## config.mk

```make
export PLATFORM = sky130hd
export DESIGN_NAME = gbap_ctrl
export DESIGN_NICKNAME = d
export VERILOG_FILES = /design/src/design/gbap_pkg.sv /design/src/design/gbap_ctrl.sv
export SDC_FILE = /design/constraint.sdc
export NUM_CORES = 1
export LEC_CHECK = 0
export BUFFER_PORTS_ARGS = -buffer_cell sky130_fd_sc_hd__buf_2
export CORE_AREA = 2 2 39 41
export CTS_CLUSTER_DIAMETER = 200
export DETAILED_ROUTE_END_ITERATION = 7
export DIE_AREA = 0 0 41 43
export SYNTH_ARGS = -nofsm -noshare
export SYNTH_HDL_FRONTEND = slang
export SYNTH_SLANG_ARGS = --single-unit
```

## constraint.sdc

```tcl
create_clock -name i_clk -period 1.6 [get_ports i_clk]
set_input_delay 0.16 -clock i_clk [delete_from_list [all_inputs] [get_ports i_clk]]
set_output_delay 0.16 -clock i_clk [all_outputs]
set_load 0.05 [all_outputs]
```

## src/design/gbap_pkg.sv

```systemverilog
// Shared constants, types and command structures of the grid block average pixelator.
package gbap_pkg;

    localparam int GRID_COLS = 10;
    localparam int GRID_ROWS = 10;
    localparam int MAX_DIM   = 4096;
    localparam int SUM_WIDTH = 32;

    localparam int NCELLS    = GRID_COLS * GRID_ROWS;
    localparam int CELL_W    = $clog2(NCELLS);
    localparam int COL_W     = $clog2(GRID_COLS);
    localparam int ROW_W     = $clog2(GRID_ROWS);

    localparam int DIM_CFG_W = 13;
    localparam int CHAN_W    = 3;
    localparam int SCALE_W   = 25;
    localparam int SEL_W     = 7;
    localparam int SAMPLE_W  = 8;
    localparam int LEVEL_W   = 17;
    localparam int PIXEL_W   = 8;

    localparam int POS_W     = $clog2(MAX_DIM);
    localparam int CDIM_W    = $clog2(MAX_DIM + 1);
    localparam int CMP_W     = CDIM_W + 1;

    // Division of a clamped dimension by the grid size is a multiply by a reciprocal.
    localparam int DIV_SHIFT = CDIM_W + 5;
    localparam int COL_RECIP = ((2 ** DIV_SHIFT) + GRID_COLS - 1) / GRID_COLS;
    localparam int ROW_RECIP = ((2 ** DIV_SHIFT) + GRID_ROWS - 1) / GRID_ROWS;
    localparam int RECIP_W   = DIV_SHIFT + 1;

    localparam int PROD_W    = SUM_WIDTH + SCALE_W;
    localparam int Q_W       = PROD_W - 16;
    localparam int LEVEL_MAX = 65536;
    localparam int PIXEL_MAX = 255;

    localparam logic [DIM_CFG_W-1:0] WIDTH_RST  = DIM_CFG_W'(640);
    localparam logic [DIM_CFG_W-1:0] HEIGHT_RST = DIM_CFG_W'(480);
    localparam logic [CHAN_W-1:0]    CHAN_RST   = CHAN_W'(1);
    localparam logic [SCALE_W-1:0]   SCALE_RST  = SCALE_W'(5461);

    typedef enum logic [1:0] {
        REG_WIDTH  = 2'd0,
        REG_HEIGHT = 2'd1,
        REG_CHAN   = 2'd2,
        REG_SCALE  = 2'd3
    } t_reg_idx;

    typedef enum logic [1:0] {
        FUNC_START  = 2'd0,
        FUNC_ACC    = 2'd1,
        FUNC_LEVEL  = 2'd2,
        FUNC_REPLAY = 2'd3
    } t_func;

    typedef struct packed {
        logic [DIM_CFG_W-1:0] width;
        logic [DIM_CFG_W-1:0] height;
        logic [CHAN_W-1:0]    chan;
        logic [SCALE_W-1:0]   scale;
    } t_cfg;

    typedef struct packed {
        logic load;
        logic read;
        logic exec;
        logic push;
    } t_dp_cmd;

    typedef struct packed {
        logic out_free;
    } t_dp_stat;

endpackage

```

## src/design/gbap_ctrl.sv

```systemverilog
// Controller state machine that sequences one transaction through the datapath.
module gbap_ctrl import gbap_pkg::*; (
    input  logic     i_clk,
    input  logic     i_rst_n,
    input  logic     i_in_valid,
    output logic     o_in_ready,
    input  t_dp_stat i_stat,
    output t_dp_cmd  o_cmd
);

    typedef enum logic [1:0] {
        ST_IDLE,
        ST_READ,
        ST_EXEC,
        ST_EMIT
    } t_state;

    t_state r_state;

    assign o_in_ready = (r_state == ST_IDLE);

    always_comb begin
        o_cmd.load = (r_state == ST_IDLE) && i_in_valid;
        o_cmd.read = (r_state == ST_READ);
        o_cmd.exec = (r_state == ST_EXEC);
        o_cmd.push = (r_state == ST_EMIT) && i_stat.out_free;
    end

    always_ff @(posedge i_clk) begin
        if (!i_rst_n) begin
            r_state <= ST_IDLE;
        end else begin
            unique case (r_state)
                ST_IDLE: begin
                    if (i_in_valid) r_state <= ST_READ;
                end
                ST_READ: r_state <= ST_EXEC;
                ST_EXEC: r_state <= ST_EMIT;
                ST_EMIT: begin
                    if (i_stat.out_free) r_state <= ST_IDLE;
                end
                default: r_state <= ST_IDLE;
            endcase
        end
    end

endmodule

```

* After elaboration in Yosys (flattened, before gate mapping)
Index checks and enable logic that the tools add are counted.
** Storage, ports and cells
- Output and inout port bits :: 5
- Bits in registers :: 2
** Operators by class
- Reduce and logical (&&, ||, !) cells :: 4
- Muxes and demuxes :: 3
- Eq/ne operators :: 5
** Operator list (number)
- 2-bit case mux with 4 select lines :: 1
- 2-bit equality test (second input constant) :: 2
- 2-bit two-way mux :: 2
- 2-bit != test (second input constant) :: 2
- 2-bit by 1-bit equality test with 1-bit output (second input constant) :: 1
- 1-bit logical AND :: 2
- 2-bit zero test :: 1
- 2-bit AND reduction :: 1

* Logic depth before layout (Yosys ltp)
- Depth in word-level cells :: 3
- Mapped depth :: 4

* Worst setup path before layout
OpenSTA, ideal clock, no wires.
- Path kind :: register to output
- Start :: register r_state[0]
- End :: output port o_cmd[3] (netlist name)
- Required time :: 1.440 ns
- Arrival time :: 1.417 ns
- Setup slack :: 0.023 ns
- Stages on the path, launching flop included :: 4
- Path buffers :: 0
- Cells stage by stage :: dfxtp_1 > inv_1 > ha_1 > and2_1
** RTL lines
- start: declaration :: line gbap_ctrl.sv:18 : t_state r_state;
- start signal: assignment :: line gbap_ctrl.sv:31 : r_state <= ST_IDLE;
- start signal: assignment :: line gbap_ctrl.sv:35 : if (i_in_valid) r_state <= ST_READ;
- start signal: assignment :: line gbap_ctrl.sv:37 : ST_READ: r_state <= ST_EXEC;
- end: declaration :: line gbap_ctrl.sv:8 : output t_dp_cmd o_cmd

==> reports/results.txt <==
crit end category - output pin
Routed Antenna Nets - 0
Port Buffers - 8
Largest Register - r_state
antenna violations before repair - 0
Reg power frac - 17.5%
Seq/Total Area, Yosys - 23.36%
Cells after Synth - 18
CTS resizes - 0
crit path DAT - 1.26 ns
Worst Path Required - 1.44 ns
Comb power frac - 60.6%
Max VDD drop - 0.3013 mV
Post-Synthesis Cell Area - 171.4 sq um
Distinct cells, synth - 11
P&R area growth vs syn - 48.18%
worst-path maximum fanout - 4
drt first pass iters - 2
fmax - 0.7045 GHz
CTS HTree Levels - 1
most frequent cells in the layout - 8 x buf_2, 4 x ha_1, 3 x inv_1, 3 x clkbuf_4
post-synthesis cell type with the largest combined area - ha_1
number of global-route vias before repair - 155
All-Layer GR Usage - 5.706%
drt wl/cell - 7.489 microns
via count - 154
unrepaired setup endpoints after global routing - no
HPWL Detailed - 271.6 microns
Int Power - 0.2370 mW
Switch Pwr - 0.2643 mW
syn_area_per_cell - 9.523 sq um
Antenna diodes - 0
FF+latch count, synth - 2
Worst-Margin Slew - 0.2475 ns
largest cells by area after synthesis - ha_1 29%, dfxtp_1 23%, nor2b_4 8.0%
kind of critical path - flop to output pin
biggest regs - r_state (2)
Post-route DRC - 0
width of the die - 41 microns
Clock Sink Count - 2
clock share of power - 21.9%
worst hold path type - input port to flop
commonest non-fill, non-tap cell in the layout - buf_2
final hold violations - 0
crit share post-route - 88.71%
TritonCTS clock tree - built
postcts setup bufs - 0
cell family with most CP delay - flip-flops
CP cell instances - inv_1 -> ha_1 -> and2_1 -> buf_2
max-cap violations - 0
Core Footprint - 1384 sq um
I/O pin total - 9
cts bufs inserted - 3
worst relative slew slack - 83.61%
critical path depth - 4
largest net degree at the start of global routing - 5
cts hold-fix bufs - 0
syn nets - 26
CTS Buffer Depth - 2
Yosys top cell area share - 29.20%
clock slew at reported path FFs - 0.03 ns
vias per cell - 3.422
Pwr Density - 1974 nW/um^2
drt total wl - 337 microns
share of layout cells above drive strength 1 - 48.28%
Worst R2R Path Depth - 4
r2r setup slk - 0.40 ns
post-route setup TNS - 0 ns
slowest stage cell, crit path - dfxtp_1
leakage power - 0.1316 nW
Final Skew - 0.00001689 ns
Worst-Skew Late Latency - 0.22 ns
clk root buf - clkbuf_4
Hold Slack - 0.2302 ns
Rows - 14
CP max stage delay - 0.37 ns
Fill cells - 153
initial cell density of the core - 12.39%
final net count - 39
Hold Path Depth - 3
Worst setup SP type - flop
Buf+Inv Stages, Crit Path - 2
Die ar. - 1763 sq um
Remaining Overflow, GRT - 0
Sw Ratio - 52.72%
Finish-stage setup viols - 0
max FFs per register - 2
outcome - completed
first-pass GRT wire length - 531 microns
min cycle time layout - 1.419 ns
die height - 43 microns
1st-iter DRT viols - 1
Slew Limit Fails - 0
final RePlAce weighted congestion - 0.5919
Yosys Warn Count - 0
[worst min-delay path, stage by stage]
cell and delay, ns:
buf_2 0.12, nand2_1 0.06, mux2i_1 0.06
[per-layer routing]
metal	up-vias	routed length (microns)	part of all wire, %	GRT usage [%]
met5	-	0	0	0
met2	7	157	47	7.187
met1	65	129	38	3.185
li1	80	-	-	-
met3	2	37	11	4.712
met4	0	12	3.6	10.00
[logic make-up (layout without fill, tap and decap cells)]
group | count (synthesis) | count (layout) | synth area share [%]
fa+ha+maj | 4 | 4 | 29.20
flops | 2 | 2 | 23.36
compound gates | 3 | 3 | 14.60
buf+inv | 3 | 14 | 6.569
mux | 1 | 1 | 5.840
simple gates | 5 | 5 | 20.44
[metrics by stage]
step | total power, mW | cells | cell area (sq um) | worst slack [ns] | util (%)
after floorplan | 0.3481 | 18 | 171.4 | 0.02299 | -
after global placement | 0.3907 | 42 | 231.5 | 0.4328 | 16.73
after detailed placement | 0.3976 | 42 | 231.5 | 0.3887 | 16.73
after CTS | 0.5162 | 45 | 254.0 | 0.1541 | 18.35
after global routing | 0.5488 | 45 | 254.0 | 0.06893 | 18.35
final | 0.5013 | 45 | 254.0 | 0.1806 | 18.35
[cells in the mapped netlist]
cell and count:
ha_1 4, inv_1 3, dfxtp_1 2, nand2_1 2, a21oi_2 1, and2_1 1
and2_2 1, mux2i_1 1, nor2b_4 1, o21a_1 1, o31a_1 1
[layout make-up]
type	instances	area, sq um	area share (%)
clock buffers	3	22.52	8.867
inverters	3	11.26	4.433
multi-input cells	13	120.1	47.29
flip-flops and latches	2	40.04	15.76
well taps	16	20.02	7.882
repair buffers	8	40.04	15.76
[path summary, 6_finish.rpt]
| path | start | to |
|---|---|---|
| worst max-delay path | r_state[0]$_SDFFE_PN0P_ | o_cmd[3] |
| worst min-delay path | i_rst_n | r_state[1]$_SDFFE_PN0P_ |
| worst max register to register | r_state[0]$_SDFFE_PN0P_ | r_state[0]$_SDFFE_PN0P_ |
| worst min register to register | r_state[1]$_SDFFE_PN0P_ | r_state[1]$_SDFFE_PN0P_ |
[power by group through the flow]
stage | clock network, mW | logic (mW) | registers, mW
final | 0.110 | 0.304 | 0.0875
after global routing | 0.122 | 0.333 | 0.0939
after CTS | 0.119 | 0.309 | 0.0885
after detailed placement | 0 | 0.308 | 0.0891
after global placement | 0 | 0.303 | 0.0882
after floorplan | 0 | 0.264 | 0.0841
(Power assumes the default switching activity.)
