<file path="config.mk">
export PLATFORM = sky130hd
export DESIGN_NAME = gbap_regs
export DESIGN_NICKNAME = d
export VERILOG_FILES = /design/src/design/gbap_pkg.sv /design/src/design/gbap_regs.sv
export SDC_FILE = /design/constraint.sdc
export NUM_CORES = 1
export LEC_CHECK = 0
export BUFFER_PORTS_ARGS = -buffer_cell sky130_fd_sc_hd__clkbuf_2
export CORE_MARGIN = 2
export CORE_UTILIZATION = 46
export DETAILED_ROUTE_END_ITERATION = 12
export GPL_ROUTABILITY_DRIVEN = 1
export GPL_TIMING_DRIVEN = 0
export HOLD_SLACK_MARGIN = 0.06
export PLACE_DENSITY = 0.8
export SLEW_MARGIN = 5
export SYNTH_ARGS = -nofsm -noshare
export SYNTH_HDL_FRONTEND = slang
export SYNTH_SLANG_ARGS = --single-unit
</file>
<file path="constraint.sdc">
create_clock -name i_clk -period 1.4 [get_ports i_clk]
set_input_delay 0.28 -clock i_clk [delete_from_list [all_inputs] [get_ports i_clk]]
set_output_delay 0.28 -clock i_clk [all_outputs]
set_load 0.02 [all_outputs]
</file>
<file path="src/design/gbap_pkg.sv">
// Shared constants, types and command structures of the grid block average pixelator.
package gbap_pkg;

    localparam int GRID_COLS = 10;
    localparam int GRID_ROWS = 10;
    localparam int MAX_DIM   = 4096;
    localparam int SUM_WIDTH = 32;

    localparam int NCELLS    = GRID_COLS * GRID_ROWS;
    localparam int CELL_W    = $clog2(NCELLS);
    localparam int COL_W     = $clog2(GRID_COLS);
    localparam int ROW_W     = $clog2(GRID_ROWS);

    localparam int DIM_CFG_W = 13;
    localparam int CHAN_W    = 3;
    localparam int SCALE_W   = 25;
    localparam int SEL_W     = 7;
    localparam int SAMPLE_W  = 8;
    localparam int LEVEL_W   = 17;
    localparam int PIXEL_W   = 8;

    localparam int POS_W     = $clog2(MAX_DIM);
    localparam int CDIM_W    = $clog2(MAX_DIM + 1);
    localparam int CMP_W     = CDIM_W + 1;

    // Division of a clamped dimension by the grid size is a multiply by a reciprocal.
    localparam int DIV_SHIFT = CDIM_W + 5;
    localparam int COL_RECIP = ((2 ** DIV_SHIFT) + GRID_COLS - 1) / GRID_COLS;
    localparam int ROW_RECIP = ((2 ** DIV_SHIFT) + GRID_ROWS - 1) / GRID_ROWS;
    localparam int RECIP_W   = DIV_SHIFT + 1;

    localparam int PROD_W    = SUM_WIDTH + SCALE_W;
    localparam int Q_W       = PROD_W - 16;
    localparam int LEVEL_MAX = 65536;
    localparam int PIXEL_MAX = 255;

    localparam logic [DIM_CFG_W-1:0] WIDTH_RST  = DIM_CFG_W'(640);
    localparam logic [DIM_CFG_W-1:0] HEIGHT_RST = DIM_CFG_W'(480);
    localparam logic [CHAN_W-1:0]    CHAN_RST   = CHAN_W'(1);
    localparam logic [SCALE_W-1:0]   SCALE_RST  = SCALE_W'(5461);

    typedef enum logic [1:0] {
        REG_WIDTH  = 2'd0,
        REG_HEIGHT = 2'd1,
        REG_CHAN   = 2'd2,
        REG_SCALE  = 2'd3
    } t_reg_idx;

    typedef enum logic [1:0] {
        FUNC_START  = 2'd0,
        FUNC_ACC    = 2'd1,
        FUNC_LEVEL  = 2'd2,
        FUNC_REPLAY = 2'd3
    } t_func;

    typedef struct packed {
        logic [DIM_CFG_W-1:0] width;
        logic [DIM_CFG_W-1:0] height;
        logic [CHAN_W-1:0]    chan;
        logic [SCALE_W-1:0]   scale;
    } t_cfg;

    typedef struct packed {
        logic load;
        logic read;
        logic exec;
        logic push;
    } t_dp_cmd;

    typedef struct packed {
        logic out_free;
    } t_dp_stat;

endpackage

</file>
<file path="src/design/gbap_regs.sv">
// Configuration register file with its APB-style access port.
module gbap_regs import gbap_pkg::*; (
    input  logic        i_clk,
    input  logic        i_rst_n,
    input  logic        psel,
    input  logic        penable,
    input  logic        pwrite,
    input  logic [3:0]  paddr,
    input  logic [31:0] pwdata,
    output logic [31:0] prdata,
    output logic        pready,
    output t_cfg        o_cfg
);

    t_cfg     r_cfg;
    t_reg_idx w_idx;
    logic     w_wr;

    assign w_idx  = t_reg_idx'(paddr[3:2]);
    assign w_wr   = psel && penable && pwrite;
    assign pready = 1'b1;
    assign o_cfg  = r_cfg;

    always_ff @(posedge i_clk) begin
        if (!i_rst_n) begin
            r_cfg.width  <= WIDTH_RST;
            r_cfg.height <= HEIGHT_RST;
            r_cfg.chan   <= CHAN_RST;
            r_cfg.scale  <= SCALE_RST;
        end else if (w_wr) begin
            unique case (w_idx)
                REG_WIDTH:  r_cfg.width  <= pwdata[DIM_CFG_W-1:0];
                REG_HEIGHT: r_cfg.height <= pwdata[DIM_CFG_W-1:0];
                REG_CHAN:   r_cfg.chan   <= pwdata[CHAN_W-1:0];
                REG_SCALE:  r_cfg.scale  <= pwdata[SCALE_W-1:0];
                default:    r_cfg.scale  <= r_cfg.scale;
            endcase
        end
    end

    always_comb begin
        unique case (w_idx)
            REG_WIDTH:  prdata = 32'(r_cfg.width);
            REG_HEIGHT: prdata = 32'(r_cfg.height);
            REG_CHAN:   prdata = 32'(r_cfg.chan);
            REG_SCALE:  prdata = 32'(r_cfg.scale);
            default:    prdata = 32'd0;
        endcase
    end

endmodule

</file>
# Word-level counts from Yosys, hierarchy flattened
# Index checks and enable logic that the tools add are counted.
totals:
  reg_bits: 54
  latch_bits: 0
  ram_bits: 0
  rom_bits: 0
  input_bits: 41
  out_inout_bits: 87
  wordCells: 15
  memories: 0
classes:
  addsub: 0
  multipliers: 0
  div_mod_pow: 0
  n_lt_le_gt_ge: 0
  eq_ne: 3
  shift: 0
  n_mux: 1
  n_bitwise: 0
  reduce_logical: 7
op_table:
  columns: ["op", "n"]
  rows:
  - ["$pmux W32 S4", 1]
  - ["$reduce_and A2 Y1", 4]
  - ["$eq A2 B2 Y1 const B", 2]
  - ["$eq A2 B1 Y1 const B", 1]
  - ["$logic_and A1 B1 Y1", 2]
  - ["$logic_not A2 Y1", 1]

# Depth between registers and ports, before layout
# Gate-level depths: netlist of run 1.
depth:
  word_depth: 3
  depth_mapped: 5
  mapped_depth_nobuf: 3

# Worst setup path after synthesis of run 1
# Ideal clock, no wire load.
synth_timing:
  kind: "input port to output port"
  startpoint: "input port paddr[2]"
  endpoint: "output port prdata[5]"
  t_arrival_ns: 1.220
  t_required_ns: 1.120
  setup_slack_ns: -0.100
  cell_stages: 4
  path_buffers: 2
  path_cell_list: "buf_4 buf_4 mux2i_1 o21ai_0"
synth_via:
  elab_chain_cells: 2
  elab_cells_between_ends: 5
  cone_classes: "3 x eq/ne; 1 x mux; 1 x reduce/logical"
synth_rtl:
  columns: ["element", "line", "source"]
  rows:
  - ["from (decl)", "gbap_regs.sv:8", "input logic [3:0] paddr,"]
  - ["$eq A2 B2 Y1 (tied with other cells)", "gbap_regs.sv:42", "unique case (w_idx)"]
  - ["$pmux W32 S4 (*)", "gbap_regs.sv:42", null]
  - ["to (decl)", "gbap_regs.sv:10", "output logic [31:0] prdata,"]
# Mark *: on every way between the ends. The rest lies on a longest branch, timed or not. The select of a mux whose other input is x is not followed.

# Final worst setup path of run 1
layout_timing:
  startpoint: "register r_cfg (netlist bit o_cfg[1])"
  endpoint: "output port prdata[1]"
layout_via:
  elab_chain_cells: 1
layout_rtl:
  columns: ["element", "line", "source"]
  rows:
  - ["from (decl)", "gbap_regs.sv:15", "t_cfg r_cfg;"]
  - ["$pmux W32 S4", "gbap_regs.sv:42", null]
# Every way passes these cells. The select of a mux whose other input is x is not followed.

==> results of run 1 <==
-- stage by stage --
stage / instance area (um^2) / setup WS [ps] / total power, uW / util
floorplan: 2581 / 50.20 / 1869 / -
global placement: 3217 / -270.3 / 2012 / 0.5914
detailed placement: 3217 / -306.3 / 2019 / 0.5914
CTS: 3576 / -156.6 / 2964 / 0.6575
global route: 3645 / -183.5 / 3093 / 0.6701
finish: 3645 / -166.1 / 2976 / 0.6701
-- cells by family after synthesis --
| family | share of synthesized area |
|---|---|
| other cells | 0.002935 |
| flops | 0.4225 |
| compound gates | 0.06504 |
| simple gates | 0.1917 |
| mux | 0.2416 |
| buf+inv | 0.07628 |
-- worst min path at each step --
stage | from | to | slack, ps | cells after the start
global placement | o_cfg[30] | o_cfg[30] | 460 | 2
finish | pwdata[16] | o_cfg[16] | 190 | 3
global route | pwdata[19] | o_cfg[19] | 210 | 3
detailed placement | o_cfg[31] | o_cfg[31] | 460 | 2
floorplan | pwdata[13] | o_cfg[13] | 420 | 2
CTS | pwdata[16] | o_cfg[16] | 190 | 3
-- layer usage --
| metal | part of all wire | up-vias | global-route usage |
|---|---|---|---|
| met5 | 0 | - | 0 |
| met4 | 0.019 | 0 | 0.08246 |
| met3 | 0.064 | 18 | 0.05402 |
| met2 | 0.51 | 117 | 0.4462 |
| met1 | 0.41 | 1209 | 0.3111 |
| li1 | - | 1223 | - |
-- power by group --
group          internal [uW]  leakage, uW  total, uW  switching, uW
registers               1560     0.000438       1580           19.0
logic                    226      0.00130        514            288
clock network            400    0.0000482        885            485
-- final cells by class --
class / count / area share
Buffer: 28 / 0.05287
Clock buffer: 7 / 0.02369
Clock inverter: 1 / 0.001373
Inverter: 8 / 0.008239
Multi-Input combinational cell: 201 / 0.3718
Sequential cell: 54 / 0.3000
Tap cell: 72 / 0.02472
Timing Repair Buffer: 124 / 0.2173
-- cell usage in the layout, fill, tap and decap left out, types with 9 or more instances in the layout --
cell,n
buf_4,30
nor2b_1,9
and3_1,12
nand2_1,65
dfxtp_1,44
nand2_2,11
clkbuf_1,11
clkbuf_2,91
mux2i_1,55
dfxtp_2,10
-- critical path: cells and delay by family, from the launching register on --
kind / cells / cell delay (ps)
multiplexers: 1 / 500
buffers and inverters: 1 / 150
flip-flops: 1 / 330
-- what timing repair did --
| action | 4_1_cts | 5_1_grt |
|---|---|---|
| hold buffers | 0 | 0 |
| setup buffers | 12 | 1 |
| hold endpoints to repair | 0 | 0 |
| endpoints found under the setup margin | 25 | 13 |
| pin swaps | 4 | 3 |
| resized for setup | 46 | 48 |
| cloned | 2 | 0 |
==> flow_summary.toml, run 1 <==
[worst_setup_path]
r2r_slack_ps = 620
rr_startpoint = "o_cfg[0]"
r2r-end = "o_cfg[0]"
critPathCaptureType = "output pin"
crit_required_ps = 1120
critPathKind = "reg2out"
startpoint_type = "flop"
worstPathArrival_ps = 1290
max_stage_delay_ps = 500
r2r_cells = 3
worst_path_max_delay_cell = "mux4_2"
critPathLaunch = "o_cfg[1]"
crit_path_end = "prdata[1]"
crit_chain = "mux4_2, buf_8"
cp_max_fo = 2

[clocking]
cts_buffers = 5
cts.sinks = 54
cts_tree = "yes"
cts_buffer_depth = 2
clk_pin_slew_ps = 90
cts_htree_levels = 2
clk_latency_ps = 300
clock_tree.root_cell = "clkbuf_8"

[routing]
dr.pass1.iters = 4
vias_per_cell = 5.186
antenna_left = 0
vias = 2567
drc_errors = 0
wl_um = 7839
drt_iter0_drc = 137
wire_per_inst_um = 15.84

[timing]
worst_pin_slew_ps = 618.6
tns_ps = -447.3
relSlewSlack = 0.5876
finalSetupViolCount = 4
period_minus_slack_ps = 1566
whs_ps = 194.7
hold_violations = 0
max_freq_ghz = 0.6385
rsz0062_at_grt = "yes"
min_period_over_period = 1.119
setup_slack_ps = -166.1
clock_skew_ps = 0
drv_slew = 0

[cells_and_area]
final_cells = 495
fillerInstances = 427
layout.nets = 463
antenna_cells = 0
drive_above_1_share = 0.4350
seqCellArea_um2 = 1094
multiInputGateArea_um2 = 1355
largest_register_ffs = 54
area_growth_pct = 42.45

[synthesis]
synthTopCellsByCount = "nand2_1 (75), mux2i_1 (55), dfxtp_1 (54)"
ys_ff_latch = 54
synth_area_leader_cell = "dfxtp_1"
yosysSeqAreaShare = 0.4225
yosysWarnings = 0
avgSynthCellArea_um2 = 8.947
synth_ff_type = "dfxtp_1"
synth_top_area_frac = 0.4225
ys_types = 27
async_reset_ff_frac = 0
syn_area_um2 = 2559
ys_top_cells_by_area = "dfxtp_1 (42%), mux2i_1 (22%), nand2_1 (11%)"
synthCells = 286
synth_edf_count = 0
synth_most_common_cell = "nand2_1"

[global_route]
grt_max_degree = 16
grt_pass1_wl_um = 12200
antenna_found_initial = 0
grt_use_total = 0.2550
grt_pass1_vias = 2485
gr-total-overflow = 0

[floorplan]
fp-row-count = 27
fp.dieH_um = 78.58
initial_core_util = 0.4704
dieWidth_um = 78.58
die-area_um2 = 6175
core_um2 = 5439
ios = 128

[run_status]
violations = "setup timing"
outcome = "finished, violations left"

[placed_design]
gp_congestion = 0.8274
hpwl_um = 5237
dpl.cell_count = 473
io_buffers = 109

[power_and_ir_drop]
powerDensity_nw_per_um2 = 816.5
p_leak_uw = 0.001787
ir_drop_mv = 0.4312

[run]
maxCapViolations = 0

[min_path]
min_path_type = "in2reg"
(Power assumes the default switching activity.)
==> inputs of run 2 (changes only) <==
==> constraint.sdc (replaced) <==
create_clock -name i_clk -period 1.8 [get_ports i_clk]
set_input_delay 0.36 -clock i_clk [delete_from_list [all_inputs] [get_ports i_clk]]
set_output_delay 0.36 -clock i_clk [all_outputs]
set_load 0.02 [all_outputs]
==> run 2 against run 1 <==
Critical path type is now in2out. Utilization is 5.7 points lower. Power is 25% lower. Critical path depth is 2 higher. Critical endpoint is now prdata[0]. Sequential power is 23% lower. The run now ends clean. Clock skew stayed put. Worst hold slack better by 80 ps. Combinational power is 36% lower.
==> flow_summary.toml, run 2 (synthesis gave the netlist of run 1 again) <==
[global_route]
grt_pass1_wl_um = 11050
grt_use_total = 0.2321
grt_pass1_vias = 2148
gr-total-overflow = 0
antenna_found_initial = 0
grt_max_degree = 18

[timing]
setup_slack_ps = 68.61
hold_violations = 0
max_freq_ghz = 0.5776
worst_pin_slew_ps = 643.7
finalSetupViolCount = 0
period_minus_slack_ps = 1731
drv_slew = 0
clock_skew_ps = 0
min_period_over_period = 0.9619
relSlewSlack = 0.5709
whs_ps = 274.5
tns_ps = 0

[cells_and_area]
final_cell_mix = "clkbuf_2 (108), nand2_1 (75), mux2i_1 (55)"
largest_register_ffs = 54
antenna_cells = 0
drive_above_1_share = 0.3447
utilization = 0.6135
layout.nets = 449
area_growth_pct = 30.42
final_common_cell = "clkbuf_2"

[clocking]
post_cts_buffers = 0
clk_pin_slew_ps = 90
cts_hold_buffers = 0
cts_tree = "yes"
cts_buffers = 5
clk_latency_ps = 300
cts_buffer_depth = 2
cts_resized = 3
clock_tree.root_cell = "clkbuf_8"
cts.sinks = 54
cts_htree_levels = 2

[power_and_ir_drop]
powerDensity_nw_per_um2 = 666.1
ir_drop_mv = 0.4045
p_leak_uw = 0.001639

[routing]
wl_um = 7167
vias = 2426
drt_iter0_drc = 121
vias_per_cell = 5.044
wire_per_inst_um = 14.90
antenna_left = 0
drc_errors = 0
dr.pass1.iters = 4

[worst_setup_path]
startpoint_type = "input pin"
max_stage_delay_ps = 500
cp_max_fo = 10
worstPathArrival_ps = 1370
rr_startpoint = "o_cfg[0]"
r2r-end = "o_cfg[0]"
critPathCaptureType = "output pin"
r2r_slack_ps = 1090
crit_required_ps = 1440
r2r_cells = 2
worst_path_max_delay_cell = "mux4_2"
path_common_cell = "clkbuf_2"
crit_chain = "clkbuf_2, buf_12, mux4_2, clkbuf_2"
critPathKind = "in2out"

[floorplan]
ios = 128
fp-row-count = 27
die-area_um2 = 6175
fp.dieH_um = 78.58
core_um2 = 5439
initial_core_util = 0.4704
dieWidth_um = 78.58

[placed_design]
hpwl_um = 5343
io_buffers = 109
gp_congestion = 0.8199
pre_cts_ws_ps = -55.39

[run_status]
outcome = "completed"

[run]
maxCapViolations = 0

[min_path]
hold_depth = 3
min_path_type = "in2reg"
min-delay-start = "pwdata[15]"
hold_path_end = "o_cfg[15]"
[run 2: routing by layer]
layer | GRT usage | vias to the layer above | wire length, um | part of all wire
met5 | 0 | - | 0 | 0
met4 | 0.07368 | 0 | 109 | 0.015
met3 | 0.04598 | 10 | 477 | 0.067
met2 | 0.3829 | 98 | 3538 | 0.49
met1 | 0.3052 | 1129 | 3042 | 0.42
li1 | - | 1189 | - | -
[run 2: worst max path at each step]
stage                     startpoint          to  slack, ps  depth (start not counted)
after CTS                   paddr[3]   prdata[1]         20                          4
after floorplan             paddr[2]   prdata[5]        140                          4
after detailed placement    paddr[2]   prdata[1]        -60                          5
final                       paddr[2]   prdata[0]         70                          4
after global routing        paddr[2]  prdata[12]         -2                          7
after global placement      paddr[2]   prdata[5]        -30                          7
[run 2: stage by stage]
| step | power, uW | cell area, um^2 | cells |
|---|---|---|---|
| after floorplan | 1452 | 2581 | 292 |
| after global placement | 1563 | 3217 | 473 |
| after detailed placement | 1571 | 3217 | 473 |
| after CTS | 2239 | 3317 | 481 |
| after global routing | 2333 | 3337 | 481 |
| final | 2223 | 3337 | 481 |
[run 2: area by class of cell]
| class | instances | area (um^2) |
|---|---|---|
| Inverter | 8 | 30.03 |
| Sequential cell | 54 | 1081 |
| Fill cell | 495 | 2102 |
| Multi-Input combinational cell | 201 | 1305 |
| Timing Repair Buffer | 109 | 545.5 |
| Tap cell | 72 | 90.09 |
| Clock inverter | 3 | 21.27 |
| Clock buffer | 5 | 68.82 |
| Buffer | 29 | 195.2 |
[run 2: worst max-delay path, delay by kind of cell]
kind	cells	cell delay, ps
buffers and inverters	3	500
multiplexers	1	500
[run 2: power by group]
group	internal (uW)	leakage [uW]	switching [uW]
combinational	123	0.00116	206
clock	274	0.0000441	395
sequential	1210	0.000437	13.4
